<file path="src/design/mpe_pkg.sv">
// mpe_pkg: shared types and constants for the Mandelbrot pixel escape core.
// Holds the controller state encoding, the controller/datapath command and
// status structs, register indexes and default parameter values. No dependencies.
package mpe_pkg;

   localparam int DATA_WIDTH       = 32;
   localparam int COORD_WIDTH      = 7;
   localparam int ADDR_WIDTH       = 4;
   localparam int DIV_STEPS        = 2;
   localparam int DIV_CNT_WIDTH    = 1;

   localparam int COLUMNS_DEFAULT   = 96;
   localparam int ROWS_DEFAULT      = 68;
   localparam int MAX_ITER_DEFAULT  = 150;
   localparam int FRAC_BITS_DEFAULT = 25;

   // register indexes (paddr[3:2])
   localparam logic [1:0] REG_REAL_MIN = 2'd0;
   localparam logic [1:0] REG_REAL_MAX = 2'd1;
   localparam logic [1:0] REG_IMAG_MIN = 2'd2;
   localparam logic [1:0] REG_IMAG_MAX = 2'd3;

   typedef enum logic [6:0] {
      S_IDLE = 7'b0000001,
      S_DIV  = 7'b0000010,
      S_FIX  = 7'b0000100,
      S_MAP  = 7'b0001000,
      S_MUL  = 7'b0010000,
      S_UPD  = 7'b0100000,
      S_DONE = 7'b1000000
   } state_type;

   // controller -> datapath
   typedef struct packed {
      logic load;      // capture pixel, window spans, start dividers
      logic div_step;  // one partial reciprocal product per divider
      logic fix;       // apply sign to the step quotients
      logic map;       // form c, clear z and the count
      logic mul;       // register the four products
      logic upd;       // escape test and z update
   } cmd_type;

   // datapath -> controller
   typedef struct packed {
      logic escape;    // |z|^2 has reached 4
      logic last;      // count has reached its limit
   } status_type;

endpackage

</file>
<file path="src/design/mpe_ctrl.sv">
// mpe_ctrl: sequencing state machine of the pixel escape core.
// Issues datapath commands, counts divider steps. Depends on mpe_pkg.
module mpe_ctrl (
   input  logic                 clock,
   input  logic                 reset,
   input  logic                 start,
   input  mpe_pkg::status_type  status,
   output mpe_pkg::cmd_type     cmd,
   output logic                 busy,
   output logic                 rsp_valid
);

   mpe_pkg::state_type                  state_ff, state_in;
   logic [mpe_pkg::DIV_CNT_WIDTH-1:0]   cnt_ff, cnt_in;

   always_comb begin
      state_in = state_ff;
      cnt_in   = cnt_ff;
      cmd      = '0;
      case (state_ff)
         mpe_pkg::S_IDLE: begin
            cnt_in = '0;
            if (start) begin
               cmd.load = 1'b1;
               state_in = mpe_pkg::S_DIV;
            end
         end
         mpe_pkg::S_DIV: begin
            cmd.div_step = 1'b1;
            cnt_in       = cnt_ff + 1'b1;
            if (cnt_ff == mpe_pkg::DIV_CNT_WIDTH'(mpe_pkg::DIV_STEPS - 1)) begin
               state_in = mpe_pkg::S_FIX;
            end
         end
         mpe_pkg::S_FIX: begin
            cmd.fix  = 1'b1;
            state_in = mpe_pkg::S_MAP;
         end
         mpe_pkg::S_MAP: begin
            cmd.map  = 1'b1;
            state_in = mpe_pkg::S_MUL;
         end
         mpe_pkg::S_MUL: begin
            cmd.mul  = 1'b1;
            state_in = mpe_pkg::S_UPD;
         end
         mpe_pkg::S_UPD: begin
            cmd.upd = 1'b1;
            if (status.escape || status.last) begin
               state_in = mpe_pkg::S_DONE;
            end else begin
               state_in = mpe_pkg::S_MUL;
            end
         end
         mpe_pkg::S_DONE: begin
            state_in = mpe_pkg::S_IDLE;
         end
         default: begin
            state_in = mpe_pkg::S_IDLE;
         end
      endcase
   end

   always_ff @(posedge clock) begin
      if (reset) begin
         state_ff <= mpe_pkg::S_IDLE;
         cnt_ff   <= '0;
      end else begin
         state_ff <= state_in;
         cnt_ff   <= cnt_in;
      end
   end

   assign busy      = state_ff != mpe_pkg::S_IDLE;
   assign rsp_valid = state_ff == mpe_pkg::S_DONE;

endmodule

</file>
<file path="config.mk">
export PLATFORM = sky130hd
export DESIGN_NAME = mpe_ctrl
export DESIGN_NICKNAME = d
export VERILOG_FILES = /design/src/design/mpe_pkg.sv /design/src/design/mpe_ctrl.sv
export SDC_FILE = /design/constraint.sdc
export NUM_CORES = 1
export LEC_CHECK = 0
export BUFFER_PORTS_ARGS = -buffer_cell sky130_fd_sc_hd__buf_2
export CAP_MARGIN = 5
export CORE_UTILIZATION = 33
export CTS_CLUSTER_DIAMETER = 30
export DETAILED_ROUTE_END_ITERATION = 10
export PLACE_DENSITY = 0.64
export SYNTH_ARGS = -nofsm -noshare
export SYNTH_HDL_FRONTEND = slang
export SYNTH_SLANG_ARGS = --single-unit
export TNS_END_PERCENT = 10
</file>
<file path="constraint.sdc">
create_clock -name clock -period 1.4 [get_ports clock]
set_input_delay 0.07 -clock clock [delete_from_list [all_inputs] [get_ports clock]]
set_output_delay 0.07 -clock clock [all_outputs]
set_load 0.02 [all_outputs]
</file>
* Word-level counts from Yosys, hierarchy flattened *
Cells that the tools add are included.
Widths: inputs -> output; s select.

storage, ports and cells
  register bits after elaboration = 8
  output and inout bits = 8
  word-level logic and storage cells = 28
  input port bits = 5

cells by class
  equality and inequality tests = 10
  $add $sub $neg = 1
  reduce and logical (&&, ||, !) cells = 3
  muxes and demuxes = 12

operators by type and width
  cell                 number
  $pmux 7 s6           1
  $mux 7               3
  $eq 7x1->1 const B   1
  $eq 7x2->1 const B   1
  $eq 7x3->1 const B   1
  $eq 7x4->1 const B   1
  $eq 7x5->1 const B   1
  $eq 7x6->1 const B   1
  $eq 7x7->1 const B   1
  $mux 1               7
  $ne 7x1->1 const B   1
  $ne 2x2->1 const B   2
  $pmux 1 s2           1
  $reduce_and 2->1     1
  $reduce_bool 2->1    1
  $add 1x1->1 const B  1
  $logic_or 1x1->1     1

* Longest topological paths before layout *
  depth in word-level cells = 3
  mapped depth = 5
  depth with buffers taken out = 4

* Worst setup path after synthesis *
Ideal clock, no wire load.

  path type = reg-to-output
  from = register state_ff[0]
  to = output port cmd[3] in the netlist's numbering
  arrival time = 1561 ps
  required time = 1330 ps
  stages on the path, launching flop included = 5
  buffers on the path = 1
  slack = -231 ps
  path through = dfxtp_1 > buf_6 > nor2_4 > or4b_4 > nor3b_1

RTL lines
  what                    line            source
  from (decl)             mpe_ctrl.sv:13  mpe_pkg::state_type state_ff, state_in;
  from (signal assigned)  mpe_ctrl.sv:66  state_ff <= mpe_pkg::S_IDLE;
  from (signal assigned)  mpe_ctrl.sv:69  state_ff <= state_in;
  to (decl)               mpe_ctrl.sv:8   output mpe_pkg::cmd_type cmd,

==> results.py <==
metrics = {
    "run_status": {
        "status": "finished, violations left",
        "violations": "negative setup slack",
    },
    "yosys": {
        "synth_fp_nets": 60,
        "yosys.area.top_type": "dfxtp_1",
        "synth_seq_area_share_pct": 34.3,
        "syn-cell-area_um2": 467,
        "synth_seq_cells": 8,
        "synth_area_leaders": "dfxtp_1 34%, and4b_1 4.3%, nand3_1 4.3%",
        "async_flop_share_pct": 0,
        "ys_top_cells_by_count": "8 x dfxtp_1, 5 x nand2_1, 5 x nor2_1, 4 x inv_1, 4 x nand3_1",
        "synth.most_common_cell": "dfxtp_1",
        "yosysWarnings": 0,
        "synth_cells": 55,
        "synth_top_area_share_pct": 34.3,
        "synth.avg_cell_area_um2": 8.49,
        "synth_edf_count": 0,
        "ys_types": 27,
        "ys.flop_type": "dfxtp_1",
    },
    "global_routing": {
        "grt-ovfl-total": 0,
        "grt_use_total_pct": 16.6,
        "grt_max_degree": 9,
        "grt_pass1_wl_mm": 1.66,
        "grt_pass1_vias": 397,
        "grt_antenna_before_repair": 0,
    },
    "clocking": {
        "cts_root_buffer": "clkbuf_4",
        "hold_buffers": 0,
        "insertion_delay_ps": 250,
        "cts_tree": "done",
        "htree_levels": 1,
        "clock_sinks": 8,
        "numCtsBuffers": 3,
        "path_clk_slew_ps": 50,
        "cts_buffer_depth": 2,
    },
    "placed_design": {
        "place_ws_ps": -142,
        "globalplace.congestion": 0.782,
        "port_buffers": 12,
        "dp_hpwl_um": 821,
    },
    "layout": {
        "syn2layout_area_growth_pct": 57.1,
        "nets": 88,
        "insertedDiodeCount": 0,
        "drive_gt1_share_pct": 53.1,
    },
    "floorplan": {
        "fp.dieW_um": 39.6,
        "die_area_mm2": 0.00157,
        "pin_count": 13,
        "coreArea_mm2": 0.00130,
        "die_height_um": 39.6,
        "num_rows": 13,
        "start_util_pct": 35.9,
    },
    "routing": {
        "final_antenna_net_count": 0,
        "num_vias": 499,
        "wl_mm": 1.14,
        "drt_iter0_markers": 8,
        "drt_first_pass_iters": 4,
        "vias_per_cell": 5.20,
        "wire_per_inst_um": 11.9,
        "drc": 0,
    },
    "worst_setup_path": {
        "end_kind": "primary output",
        "cp-start-kind": "flip-flop",
        "required_ps": 1330,
        "worst_path_max_delay_cell": "or4b_4",
        "reg2regPathDepth": 4,
        "slowest_delay_ps": 460,
        "path_cells": "nor2_4, or4b_4, or3b_4, inv_2, buf_6",
        "worstSetupPathType": "reg2out",
        "worstPathMaxFanout": 2,
        "crit_arrival_ps": 1700,
    },
    "sta": {
        "setup_viol": 8,
        "worst_pin_slew_ps": 337,
        "setup_ws_ps": -368,
        "rsz0062_at_grt": "yes",
        "period_share_pct": 126,
        "maxSlewHeadroom_pct": 77.2,
        "clock_skew_ps": 0.546,
        "final-hold-violation-count": 0,
        "maxSlewViolCount": 0,
        "period_minus_slack_ps": 1770,
        "max_freq_ghz": 0.566,
    },
    "power_and_ir_drop": {
        "total_power_mw": 0.564,
        "p_leak_nw": 0.328,
        "peakVddDrop_mv": 0.587,
        "power_density_mw_per_mm2": 769,
    },
    "hold_path": {
        "hold_path_depth": 2,
        "hold_path_class": "in2reg",
    },
    "job": {
        "drv_cap": 0,
    },
}
[final cells by class]
cell class / instances / area, um^2
fillers: 123 / 568
repair buffers: 24 / 186
well taps: 15 / 18.8
multi-input cells: 42 / 328
inverters: 4 / 15.0
clock buffers: 3 / 22.5
flip-flops and latches: 8 / 163
[final timing paths]
path	slack, ps	startpoint	endpoint
worst max register to register	-60	state_ff[0]	state_ff[4]
worst min-delay path	90	reset	state_ff[1]
worst min register to register	550	cnt_ff	cnt_ff
worst max-delay path	-370	state_ff[0]	cmd[2]
[critical path, delay by kind of cell (launching register included)]
kind,cells,cell delay [ps]
and+or+nand+nor,3,960
DFF,1,330
buffers and inverters,2,160
[timing repair]
action,in CTS,in global routing
setup buffers,0,0
setup endpoints to repair,12,12
gates resized for setup,17,7
pin swaps,4,5
[sequential cells by signal, indices dropped and copies added, names as in the netlist]
name,cells
state_ff,7
cnt_ff,1
[report_power, final]
part | switching, mW | internal (mW) | total (mW)
registers | 0.00736 | 0.236 | 0.243
logic | 0.0750 | 0.0721 | 0.147
clock network | 0.0753 | 0.0978 | 0.173
[stage by stage]
stage | cells | util [%] | area [um^2] | TNS (ps) | hold WS [ps]
global placement | 93 | 48.4 | 629 | -242 | 355
CTS | 96 | 54.8 | 713 | -1160 | 84.5
global route | 96 | 56.3 | 733 | -1660 | 86.3
floorplan | 55 | - | 472 | -391 | 139
finish | 96 | 56.3 | 733 | -1050 | 91.5
detailed placement | 93 | 48.4 | 629 | -319 | 358
[placed cells by master (no fill, tap or decap), drive strengths merged]
master / count
nor2b: 2
a31oi: 2
nand3b: 1
buf: 24
a21o: 1
mux2i: 1
nor3: 2
nand3: 4
nand2: 5
nor2: 6
clkbuf: 3
o211ai: 1
o2bb2ai: 1
a21oi: 2
nand2b: 1
nor3b: 3
dfxtp: 8
nor4: 1
o311ai: 1
or4b: 1
nor4b: 2
inv: 4
or3b: 1
and4b: 2
o21ai: 2
[cells by family after synthesis]
kind of cell / after synthesis / synth area share, %
AOI/OAI and AO/OA: 10 / 14.7
buffers and inverters: 5 / 5.63
DFF: 8 / 34.3
muxes: 1 / 2.14
and+or+nand+nor: 31 / 43.2
[per-layer routing]
layer | vias to the layer above | routed length, um | global-route usage, %
li1 | 256 | - | -
met4 | 0 | 21 | 12.9
met2 | 15 | 554 | 23.4
met1 | 226 | 516 | 21.6
met5 | - | 0 | 0
met3 | 2 | 50 | 3.41
(Power assumes the default switching activity.)
